File: config.mk
export PLATFORM = sky130hd
export DESIGN_NAME = held_note_priority_stack_flat
export DESIGN_NICKNAME = d
export VERILOG_FILES = /design/src/hnps_pkg.sv /design/src/hnps_if.sv /design/src/hnps_cell.sv /design/src/held_note_priority_stack.sv /design/src/flat_wrapper.sv
export VERILOG_INCLUDE_DIRS = /design/src /design/src/src
export SDC_FILE = /design/constraint.sdc
export NUM_CORES = 1
export LEC_CHECK = 0
export BUFFER_PORTS_ARGS = -buffer_cell sky130_fd_sc_hd__buf_2
export CORE_MARGIN = 2
export CORE_UTILIZATION = 44
export CTS_BUF_LIST = sky130_fd_sc_hd__clkbuf_16
export DETAILED_ROUTE_END_ITERATION = 10
export PLACE_DENSITY = 0.63
export SETUP_SLACK_MARGIN = 0.5
export SLEW_MARGIN = 20
export SYNTH_ARGS = -nofsm -noshare
export SYNTH_HDL_FRONTEND = slang
export SYNTH_SLANG_ARGS = --single-unit
File: constraint.sdc
create_clock -name clk -period 6.2 [get_ports clk]
set_input_delay 0.62 -clock clk [delete_from_list [all_inputs] [get_ports clk]]
set_output_delay 0.62 -clock clk [all_outputs]
set_load 0.01 [all_outputs]
File: src/held_note_priority_stack_assert.svh
// Assertion macros of the held note priority stack RTL.
`ifndef HELD_NOTE_PRIORITY_STACK_ASSERT_SVH
`define HELD_NOTE_PRIORITY_STACK_ASSERT_SVH

// Same-cycle implication, checked out of reset.
`define HNPS_ASSERT_NOW(label, ante, cons, msg) \
  label: assert property (@(posedge clk) disable iff (!rst_n) (ante) |-> (cons)) \
    else $error(msg);

// Next-cycle implication, checked out of reset.
`define HNPS_ASSERT_NEXT(label, ante, cons, msg) \
  label: assert property (@(posedge clk) disable iff (!rst_n) (ante) |=> (cons)) \
    else $error(msg);

`endif

File: src/hnps_pkg.sv
// Package with types and constants of the held note priority stack.
package hnps_pkg;

  localparam int HNPS_SLOTS = 16;

  // One held note as stored in a cell.
  typedef struct packed {
    logic       vld;
    logic [6:0] pitch;
    logic [6:0] vel;
  } hnps_note_t;

  typedef enum logic [1:0] {
    CELL_HOLD,
    CELL_KILL,
    CELL_COMPACT,
    CELL_SHIFT
  } hnps_cell_op_t;

  // Command broadcast to every cell.
  typedef struct packed {
    hnps_cell_op_t op;
    logic [6:0]    key;
  } hnps_ctrl_t;

  typedef enum logic [2:0] {
    ST_IDLE,
    ST_MATCH,
    ST_COMPACT,
    ST_EVICT,
    ST_INSERT,
    ST_SCAN,
    ST_DONE
  } hnps_state_t;

  typedef enum logic [1:0] {
    MODE_NEWEST  = 2'd0,
    MODE_LOWEST  = 2'd1,
    MODE_HIGHEST = 2'd2,
    MODE_NONE    = 2'd3
  } hnps_mode_t;

  localparam logic ACT_PRESS = 1'b0;

endpackage

File: src/hnps_if.sv
// Handshake interfaces for the event, result and configuration channels.
interface hnps_in_if;
  logic       valid;
  logic       ready;
  logic       action;
  logic [6:0] pitch;
  logic [6:0] strike;
  modport source (output valid, action, pitch, strike, input ready);
  modport sink (input valid, action, pitch, strike, output ready);
endinterface

interface hnps_out_if;
  logic       valid;
  logic       ready;
  logic       trigger_valid;
  logic [6:0] trigger_pitch;
  logic [6:0] trigger_velocity;
  logic [4:0] held_count;
  modport source (output valid, trigger_valid, trigger_pitch, trigger_velocity, held_count,
                  input ready);
  modport sink (input valid, trigger_valid, trigger_pitch, trigger_velocity, held_count,
                output ready);
endinterface

interface hnps_cfg_if;
  logic       valid;
  logic       ready;
  logic [1:0] priority_mode;
  modport source (output valid, priority_mode, input ready);
  modport sink (input valid, priority_mode, output ready);
endinterface

File: src/hnps_cell.sv
// One cell of the recency chain: holds a single note and trades with its neighbors.
module hnps_cell import hnps_pkg::*; (
  input  logic       clk,
  input  logic       rst_n,
  input  hnps_ctrl_t ctrl,
  input  hnps_note_t newer_i,
  input  hnps_note_t older_i,
  output hnps_note_t note_o
);

  hnps_note_t note_r;
  hnps_note_t note_nxt;

  // Apply the broadcast command to this cell.
  always_comb begin
    note_nxt = note_r;
    case (ctrl.op)
      CELL_KILL: begin
        if (note_r.vld && note_r.pitch == ctrl.key) note_nxt.vld = 1'b0;
      end
      CELL_COMPACT: begin
        // An empty cell pulls the older note up; a note under an empty cell leaves.
        if (!note_r.vld) begin
          note_nxt = older_i;
        end else if (!newer_i.vld) begin
          note_nxt.vld = 1'b0;
        end
      end
      CELL_SHIFT: begin
        note_nxt = newer_i;
      end
      default: begin
      end
    endcase
  end

  // The whole note is cleared at reset.
  always_ff @(posedge clk) begin
    if (!rst_n) begin
      note_r <= '0;
    end else begin
      note_r <= note_nxt;
    end
  end

  assign note_o = note_r;

endmodule

File: src/held_note_priority_stack.sv
// Top level of the held note priority stack: cell chain, sequencer and selection scan.
//
//   channel | dir | transaction
//   in_ch   | in  | one note event: action, pitch, strike
//   out_ch  | out | one result: trigger_valid, trigger_pitch, trigger_velocity, held_count
//   cfg_ch  | in  | write of priority_mode
//
// A press goes from acceptance through a match state, the compaction states in which a
// gap moves one cell per cycle, an eviction state, an insert state and a scan over the
// cells before its result is offered. A release skips eviction and insert.
// Reset (rst_n low, synchronous) empties every cell and forgets the sounded note.
// A stalled result holds; the next event is taken in the cycle after the result transaction.
module held_note_priority_stack import hnps_pkg::*; #(
  parameter int SLOTS = HNPS_SLOTS
) (
  input  logic clk,
  input  logic rst_n,
  hnps_in_if.sink    in_ch,
  hnps_out_if.source out_ch,
  hnps_cfg_if.sink   cfg_ch
);

`include "held_note_priority_stack_assert.svh"

  localparam int CW = $clog2(SLOTS + 1);
  localparam int IW = $clog2(SLOTS);

  hnps_state_t state_r, state_nxt;
  hnps_ctrl_t  ctrl;
  hnps_note_t  notes [SLOTS];
  hnps_note_t  fresh;
  logic [SLOTS-1:0] match_vec;
  logic        any_match;
  logic        full;

  logic          act_r;
  logic [6:0]    pitch_r, vel_r;
  logic [1:0]    mode_r;
  logic [CW-1:0] count_r;
  logic [IW-1:0] idx_r;
  logic          last_vld_r;
  logic [6:0]    last_pitch_r;
  logic          best_vld_r;
  logic [6:0]    best_pitch_r, best_vel_r;
  logic          trig_r;
  logic [6:0]    trig_pitch_r, trig_vel_r;
  logic          take;
  hnps_note_t    sel;
  logic          idx_end;
  logic [6:0]    win_pitch, win_vel;
  logic          fire;

  assign fresh     = '{vld: 1'b1, pitch: pitch_r, vel: vel_r};
  assign full      = (count_r == CW'(SLOTS));
  assign idx_end   = (idx_r == IW'(SLOTS - 1));
  assign sel       = notes[idx_r];

  // The chain of cells, newest note in cell 0.
  for (genvar g = 0; g < SLOTS; g++) begin : g_cell
    hnps_note_t newer, older;
    if (g == 0) begin : g_first
      assign newer = fresh;
    end else begin : g_mid
      assign newer = notes[g-1];
    end
    if (g == SLOTS - 1) begin : g_last
      assign older = '0;
    end else begin : g_inner
      assign older = notes[g+1];
    end
    hnps_cell u_cell (
      .clk     (clk),
      .rst_n   (rst_n),
      .ctrl    (ctrl),
      .newer_i (newer),
      .older_i (older),
      .note_o  (notes[g])
    );
    assign match_vec[g] = notes[g].vld && notes[g].pitch == pitch_r;
  end

  assign any_match = |match_vec;

  // Next state.
  always_comb begin
    state_nxt = state_r;
    unique case (state_r)
      ST_IDLE:    if (in_ch.valid) state_nxt = ST_MATCH;
      ST_MATCH:   state_nxt = ST_COMPACT;
      ST_COMPACT: if (idx_end) state_nxt = (act_r == ACT_PRESS) ? ST_EVICT : ST_SCAN;
      ST_EVICT:   state_nxt = ST_INSERT;
      ST_INSERT:  state_nxt = ST_SCAN;
      ST_SCAN:    if (idx_end) state_nxt = ST_DONE;
      ST_DONE:    if (out_ch.ready) state_nxt = ST_IDLE;
      default:    state_nxt = ST_IDLE;
    endcase
  end

  // Cell commands.
  always_comb begin
    ctrl = '{op: CELL_HOLD, key: pitch_r};
    unique case (state_r)
      ST_MATCH:   ctrl.op = CELL_KILL;
      ST_COMPACT: ctrl.op = CELL_COMPACT;
      ST_EVICT: begin
        ctrl.key = notes[SLOTS-1].pitch;
        if (full) ctrl.op = CELL_KILL;
      end
      ST_INSERT:  ctrl.op = CELL_SHIFT;
      default:    ctrl.op = CELL_HOLD;
    endcase
  end

  // A scanned cell replaces the best so far according to the priority mode.
  always_comb begin
    take = 1'b0;
    if (sel.vld) begin
      case (hnps_mode_t'(mode_r))
        MODE_NEWEST:  take = (idx_r == '0);
        MODE_LOWEST:  take = !best_vld_r || sel.pitch < best_pitch_r;
        MODE_HIGHEST: take = !best_vld_r || sel.pitch > best_pitch_r;
        default:      take = 1'b0;
      endcase
    end
  end

  // Winner of the scan and whether it differs from the note already sounding.
  assign win_pitch = take ? sel.pitch : best_pitch_r;
  assign win_vel   = take ? sel.vel : best_vel_r;
  assign fire      = (take || best_vld_r) && !(last_vld_r && last_pitch_r == win_pitch);

  assign in_ch.ready  = (state_r == ST_IDLE);
  assign cfg_ch.ready = 1'b1;

  // Control state.
  always_ff @(posedge clk) begin
    if (!rst_n) begin
      state_r    <= ST_IDLE;
      count_r    <= '0;
      idx_r      <= '0;
      mode_r     <= MODE_NEWEST;
      last_vld_r <= 1'b0;
      best_vld_r <= 1'b0;
    end else begin
      state_r <= state_nxt;
      if (cfg_ch.valid) mode_r <= cfg_ch.priority_mode;
      case (state_r)
        ST_IDLE: begin
          idx_r      <= '0;
          best_vld_r <= 1'b0;
        end
        ST_MATCH: begin
          if (any_match) count_r <= count_r - CW'(1);
          if (last_vld_r && last_pitch_r == pitch_r) last_vld_r <= 1'b0;
        end
        ST_COMPACT: idx_r <= idx_end ? '0 : idx_r + IW'(1);
        ST_EVICT: begin
          if (full) begin
            count_r <= count_r - CW'(1);
            if (last_vld_r && last_pitch_r == notes[SLOTS-1].pitch) last_vld_r <= 1'b0;
          end
        end
        ST_INSERT: count_r <= count_r + CW'(1);
        ST_SCAN: begin
          idx_r <= idx_end ? '0 : idx_r + IW'(1);
          if (take) best_vld_r <= 1'b1;
          // Result is decided here; the sounded note is remembered at once.
          if (idx_end && fire) last_vld_r <= 1'b1;
        end
        default: begin
        end
      endcase
    end
  end

  // Payload registers.
  always_ff @(posedge clk) begin
    if (in_ch.valid && in_ch.ready) begin
      act_r   <= in_ch.action;
      pitch_r <= in_ch.pitch;
      vel_r   <= in_ch.strike;
    end
    if (state_r == ST_SCAN && take) begin
      best_pitch_r <= sel.pitch;
      best_vel_r   <= sel.vel;
    end
    if (state_r == ST_SCAN && idx_end) begin
      trig_r       <= fire;
      trig_pitch_r <= fire ? win_pitch : '0;
      trig_vel_r   <= fire ? win_vel : '0;
      if (fire) last_pitch_r <= win_pitch;
    end
  end

  assign out_ch.valid            = (state_r == ST_DONE);
  assign out_ch.trigger_valid    = trig_r;
  assign out_ch.trigger_pitch    = trig_pitch_r;
  assign out_ch.trigger_velocity = trig_vel_r;
  assign out_ch.held_count       = 5'(count_r);

  // Checks on the sequencer and the bookkeeping.
  `HNPS_ASSERT_NOW(a_count_range, 1'b1, count_r <= CW'(SLOTS), "held count above slot count")
  `HNPS_ASSERT_NOW(a_trig_has_note, out_ch.valid && trig_r, count_r != '0,
                   "trigger reported with no note held")
  `HNPS_ASSERT_NEXT(a_insert_fills, state_r == ST_INSERT,
                    notes[0].vld && notes[0].pitch == pitch_r,
                    "inserted note missing from the newest cell")

endmodule

File: src/flat_wrapper.sv
// flat-port wrapper written by rule: the top's interface ports become plain ports
module held_note_priority_stack_flat import hnps_pkg::*;
#(
  parameter int SLOTS = HNPS_SLOTS
)
  (clk, rst_n, in_ch_valid, in_ch_action, in_ch_pitch, in_ch_strike, in_ch_ready, out_ch_valid, out_ch_trigger_valid, out_ch_trigger_pitch, out_ch_trigger_velocity, out_ch_held_count, out_ch_ready, cfg_ch_valid, cfg_ch_priority_mode, cfg_ch_ready);
  hnps_in_if in_ch_i ();
  hnps_out_if out_ch_i ();
  hnps_cfg_if cfg_ch_i ();
  input  logic clk;
  input  logic rst_n;
  input wire logic [$bits(in_ch_i.valid)-1:0] in_ch_valid;
  input wire logic [$bits(in_ch_i.action)-1:0] in_ch_action;
  input wire logic [$bits(in_ch_i.pitch)-1:0] in_ch_pitch;
  input wire logic [$bits(in_ch_i.strike)-1:0] in_ch_strike;
  output wire logic [$bits(in_ch_i.ready)-1:0] in_ch_ready;
  output wire logic [$bits(out_ch_i.valid)-1:0] out_ch_valid;
  output wire logic [$bits(out_ch_i.trigger_valid)-1:0] out_ch_trigger_valid;
  output wire logic [$bits(out_ch_i.trigger_pitch)-1:0] out_ch_trigger_pitch;
  output wire logic [$bits(out_ch_i.trigger_velocity)-1:0] out_ch_trigger_velocity;
  output wire logic [$bits(out_ch_i.held_count)-1:0] out_ch_held_count;
  input wire logic [$bits(out_ch_i.ready)-1:0] out_ch_ready;
  input wire logic [$bits(cfg_ch_i.valid)-1:0] cfg_ch_valid;
  input wire logic [$bits(cfg_ch_i.priority_mode)-1:0] cfg_ch_priority_mode;
  output wire logic [$bits(cfg_ch_i.ready)-1:0] cfg_ch_ready;
  assign in_ch_i.valid = in_ch_valid;
  assign in_ch_i.action = in_ch_action;
  assign in_ch_i.pitch = in_ch_pitch;
  assign in_ch_i.strike = in_ch_strike;
  assign in_ch_ready = in_ch_i.ready;
  assign out_ch_valid = out_ch_i.valid;
  assign out_ch_trigger_valid = out_ch_i.trigger_valid;
  assign out_ch_trigger_pitch = out_ch_i.trigger_pitch;
  assign out_ch_trigger_velocity = out_ch_i.trigger_velocity;
  assign out_ch_held_count = out_ch_i.held_count;
  assign out_ch_i.ready = out_ch_ready;
  assign cfg_ch_i.valid = cfg_ch_valid;
  assign cfg_ch_i.priority_mode = cfg_ch_priority_mode;
  assign cfg_ch_ready = cfg_ch_i.ready;
  held_note_priority_stack #(.SLOTS(SLOTS)) u_core (.clk(clk), .rst_n(rst_n), .in_ch(in_ch_i), .out_ch(out_ch_i), .cfg_ch(cfg_ch_i));
endmodule
### Word-level counts from Yosys, hierarchy flattened

Cells that the tools add are included.

* word-level logic and storage cells: 376
* register bits after elaboration: 307
* input port bits: 22
* output and inout bits: 23

* $add $sub $neg: 3
* bitwise operators: 1
* $lt $le $gt $ge: 3
* reduce and logical (&&, ||, !) cells: 93
* mux-type cells: 123
* equality and inequality tests: 90

Operators with widths (number)
* 14-bit one-hot mux with 2 select lines: 16
* 7-bit equality test: 35
* 14-bit two-way mux: 16
* 2-bit AND reduction: 34
* 2-bit != test, second input constant: 33
* 15-bit binary-select mux with 4-bit select: 1
* 1-bit two-way mux: 54
* 1-bit one-hot mux with 3 select lines: 18
* 1-bit logical AND: 40
* 15-bit two-way mux: 2
* 7-bit two-way mux: 3
* 3-bit one-hot mux with 7 select lines: 1
* 2-bit by 1-bit != test with 1-bit output, second input constant: 9
* 16-bit OR reduction: 1
* 3-bit two-way mux: 5
* 5-bit one-hot mux with 3 select lines: 1
* 5-bit two-way mux: 2
* 3-bit equality test, second input constant: 3
* 3-bit nonzero test: 3
* 2-bit one-hot mux with 4 select lines: 1
* 4-bit one-hot mux with 2 select lines: 1
* 7-bit > comparator: 1
* 7-bit < comparator: 1
* 2-bit equality test, second input constant: 3
* other kinds (22): 29

### Logic depth before layout (Yosys ltp)

* depth after elaboration: 16
* mapped depth: 18
* depth with buffers taken out: 13

### Cells and area by module

From an unflattened synthesis, not the netlist that was laid out.

* cell total of the unflattened synthesis: 1926
* area, all modules: 17795.8 um^2

By module, submodules not included
* hnps_cell: area an instance 689.4 um^2, instances 16, cells each 81
* held_note_priority_stack: area an instance 6765.2 um^2, instances 1, cells each 630

### Worst setup path after synthesis

OpenSTA, ideal clock, no wires.

* path type: flip-flop to flip-flop
* from: register u_core.idx_r[0]
* to: register u_core.trig_vel_r[0], in the netlist u_core.out_ch.trigger_velocity[0], data pin
* path buffers: 2
* slack: 2195 ps
* library setup time: 255 ps
* cell stages (with the launch flop): 14
* arrival time: 3750 ps
* period minus slack after synthesis: 4005 ps
* cells stage by stage: dfxtp_1 > buf_6 > mux4_2 > mux4_2 > ha_1 > a21oi_1 > a21oi_1 > or4b_2 > nand3_1 > mux2i_1 > a21o_1 > o31ai_4 > buf_6 > nor2_2

RTL lines
* start, declared: line held_note_priority_stack.sv:40 `logic [IW-1:0] idx_r;`
* start signal, assigned: line held_note_priority_stack.sv:156 `ST_COMPACT: idx_r <= idx_end ? '0 : idx_r + IW'(1);`
* start signal, assigned: line held_note_priority_stack.sv:165 `idx_r <= idx_end ? '0 : idx_r + IW'(1);`
* end signal, assigned: line held_note_priority_stack.sv:190 `trig_vel_r <= fire ? win_vel : '0;`
* end, declared: line held_note_priority_stack.sv:46 `logic [6:0] trig_pitch_r, trig_vel_r;`

==> results.py <==
metrics = {
    "synth": {
        "ys_types": 61,
        "syn_nets": 2156,
        "avgSynthCellArea_um2": 8.61,
        "synth_commonest_cells": "nand2_1 (466), nor2_1 (296), dfxtp_1 (256), xnor2_1 (216), a311oi_1 (212)",
        "synth_compound_area_share_pct": 14.8,
        "synth_top_flop_cell": "dfxtp_1",
        "synthAdderAreaFrac_pct": 1.14,
        "netlist.area_leader.share_pct": 28.1,
        "yosysMostFrequentCell": "nand2_1",
        "syn_area_um2": 18200,
        "synthArstFlopShare_pct": 0,
        "synth-seq-cells": 307,
        "synth_edf_count": 51,
        "synth.largest_area_cell": "dfxtp_1",
        "syn_inst": 2118,
        "yosysSeqAreaShare_pct": 36.5,
        "muxShareOfSynthArea_pct": 10.8,
        "synth_top_family_by_area": "simple AND/OR/NAND/NOR gates",
        "synthTopCellsByArea": "dfxtp_1 (28%), xnor2_1 (10%), a311oi_1 (10%), nand2_1 (9.6%), edfxtp_1 (8.4%)",
        "yosysWarnings": 0,
        "synthXorXnorAreaFrac_pct": 12.0,
        "synthSimpleGateAreaFrac_pct": 19.9,
    },
    "grt": {
        "grt_pass1_wl_um": 92400,
        "track_usage_pct": 27.0,
        "grt_overflow": 0,
        "grt_pass1_vias": 15500,
        "antenna_found_initial": 0,
        "grt_max_degree": 215,
    },
    "sta": {
        "relSlewSlack_pct": 24.1,
        "whs_ns": 0.239,
        "finalMaxSlewViolations": 0,
        "finalSetupViolCount": 0,
        "fin_crit_sh_pct": 78.8,
        "worst_pin_slew_ns": 1.14,
        "finalCriticalPeriod_ns": 4.89,
        "fin_worst_skew_ns": 0.0192,
        "rsz0062_at_grt": "false",
        "hold_violations": 0,
        "max_clock_freq_mhz": 205,
        "setup_tns_ns": 0,
    },
    "run_status": {
        "status": "complete, no violations",
    },
    "drt": {
        "antenna_left": 0,
        "drtIter0Drc": 1654,
        "wl_per_cell_um": 22.7,
        "wl_um": 58900,
        "drc_errors": 0,
        "avgViaCountPerCell": 6.23,
        "route.vias.total": 16200,
        "dr.pass1.iters": 5,
    },
    "setup_path": {
        "cp_max_fo": 38,
        "rrSetupSlack_ns": 1.31,
        "path_class": "reg2reg",
        "critPathSlowestCell": "dfxtp_4",
        "worstReg2RegEnd": "u_core.last_pitch_r[3]$_DFFE_PP_",
        "cp_cell_sequence": "buf_4 > mux4_2 > mux2i_2 > a21oi_1 > ha_1 > nand4_1 > a21oi_1 > or4b_2 > nand3_1 > mux2i_1 > a21o_1 > o311a_1",
        "cp-start-kind": "flop",
        "max_stage_delay_ns": 0.70,
        "timing.rr.start": "u_core.idx_r[1]$_SDFFE_PN0P_",
        "r2r_cells": 12,
        "crit_path_frequent_cell": "a21oi_1",
        "end_kind": "flop",
        "worst_ep_required_time_ns": 6.41,
        "cp.arrival_ns": 5.10,
    },
    "clock_network": {
        "cts_root_buffer": "clkbuf_16",
        "cts_resized": 0,
        "clock_latency_ns": 0.55,
        "cts_tree": "done",
        "numCtsBuffers": 37,
        "path_clk_slew_ns": 0.06,
        "cts.sinks": 307,
        "htree_levels": 2,
        "cts_buffer_depth": 3,
        "cts_hold_buffers": 0,
        "cts_setup_buffers": 0,
    },
    "flow_run": {
        "maxCapViolations": 0,
    },
    "floorplan": {
        "die_x_um": 208,
        "ios": 45,
        "row_count": 74,
        "die_area_um2": 43100,
        "start_util_pct": 44.6,
        "fp.dieH_um": 208,
        "placeableCoreArea_um2": 40800,
    },
    "place": {
        "dp_hpwl_um": 38600,
        "gp_congestion": 0.937,
        "port_buffers": 43,
    },
    "final_layout": {
        "areaGrowthSynthToFinish_pct": 9.70,
        "postLayoutCoreUtil_pct": 49.0,
        "drive_gt1_share_pct": 11.9,
        "nets": 2074,
        "antenna_cells": 0,
    },
    "power": {
        "p_leak_nw": 6.07,
        "ir_drop_uv": 236,
        "p_per_area_nw_per_um2": 387,
        "p_total_mw": 7.74,
    },
    "worst_hold_path": {
        "hold_path.class": "in2reg",
        "min_from": "in_ch_strike[1]",
        "hold_path_depth": 1,
        "holdPathEnd": "u_core.vel_r[1]$_DFFE_PP_",
    },
}
-- critical path: cells and delay by family, from the launching register on --
family | cells | cell delay, ns
simple gates | 3 | 1.10
flops | 1 | 0.70
buf+inv | 1 | 0.54
mux | 3 | 0.99
fa+ha+maj | 1 | 0.38
compound gates | 4 | 0.84
-- layer usage --
layer  part of all wire (%)  wire, um  vias to the layer above  GRT usage, %
met5                      0         0                        -             0
met4                    3.6      2130                        0          11.2
met3                    7.3      4290                      130          3.43
met2                     46     27200                      674          43.0
met1                     43     25200                     7983          37.0
li1                       -         -                     7391             -
-- kinds of logic after synthesis --
kind of cell / after synthesis
AND/OR/NAND/NOR: 882
AO/OA/AOI/OAI: 339
flip-flops: 307
XOR/XNOR: 249
buffers and inverters: 216
multiplexers: 108
adder cells (fa/ha/maj): 16
other: 1
-- worst max-delay path by stage --
stage | from | endpoint | slack [ns] | depth (start not counted)
after detailed placement | u_core.idx_r[1]$_SDFFE_PN0P_ | u_core.last_pitch_r[3]$_DFFE_PP_ | 1.33 | 12
final | u_core.idx_r[1]$_SDFFE_PN0P_ | u_core.last_pitch_r[3]$_DFFE_PP_ | 1.31 | 12
after floorplan | u_core.idx_r[0]$_SDFFE_PN0P_ | u_core.out_ch.trigger_velocity[0]$_SDFFCE_PP0P_ | 2.20 | 13
after CTS | u_core.idx_r[1]$_SDFFE_PN0P_ | u_core.last_pitch_r[3]$_DFFE_PP_ | 1.36 | 12
after global placement | u_core.idx_r[1]$_SDFFE_PN0P_ | u_core.last_pitch_r[3]$_DFFE_PP_ | 1.40 | 12
after global routing | u_core.idx_r[1]$_SDFFE_PN0P_ | u_core.last_vld_r$_SDFFE_PN0P_ | 1.07 | 14
-- stage by stage --
stage	worst slack, ns	area, um^2	std cells
after floorplan	2.20	18200	2118
after global routing	1.07	20000	2596
after CTS	1.36	19900	2596
after detailed placement	1.33	18700	2529
after global placement	1.40	18700	2529
final	1.31	20000	2596
-- state kept, by name, summed over array words and instances (netlist names) --
signal                          count
u_core.g_cell.u_cell.note_o       240
u_core.best_pitch_r                 7
u_core.best_vel_r                   7
u_core.last_pitch_r                 7
u_core.out_ch.trigger_pitch         7
u_core.out_ch.trigger_velocity      7
u_core.pitch_r                      7
u_core.vel_r                        7
u_core.out_ch.held_count            5
u_core.idx_r                        4
u_core.state_r                      3
u_core.mode_r                       2
u_core.act_r                        1
u_core.best_vld_r                   1
u_core.last_vld_r                   1
u_core.out_ch.trigger_valid         1
-- cell usage in the layout, fill, tap and decap left out, types with 13 or more instances in the layout --
master / n
edfxtp_1: 51
ha_1: 15
o21ai_0: 21
dfxtp_1: 253
inv_1: 19
mux4_2: 63
buf_2: 43
a22oi_1: 17
a21oi_1: 31
a221oi_1: 13
xnor2_1: 216
nand2_1: 466
nand4_1: 38
a311oi_1: 212
xor2_1: 33
clkbuf_16: 38
buf_4: 30
nor2_1: 295
nor4_1: 32
mux2i_1: 26
-- power breakdown --
part	switching, mW	internal, mW	total, mW
clock network	0.897	1.32	2.22
logic	1.31	1.06	2.37
registers	0.737	2.42	3.15
total	2.95	4.80	7.74
-- area by class of cell --
cell class	count	area (um^2)
Inverter	21	91.3
Sequential cell	307	6670
Clock inverter	29	273
Clock buffer	38	951
Fill cell	3824	20800
Tap cell	532	666
Multi-Input combinational cell	1595	10900
Timing Repair Buffer	74	460
(Power assumes the default switching activity.)
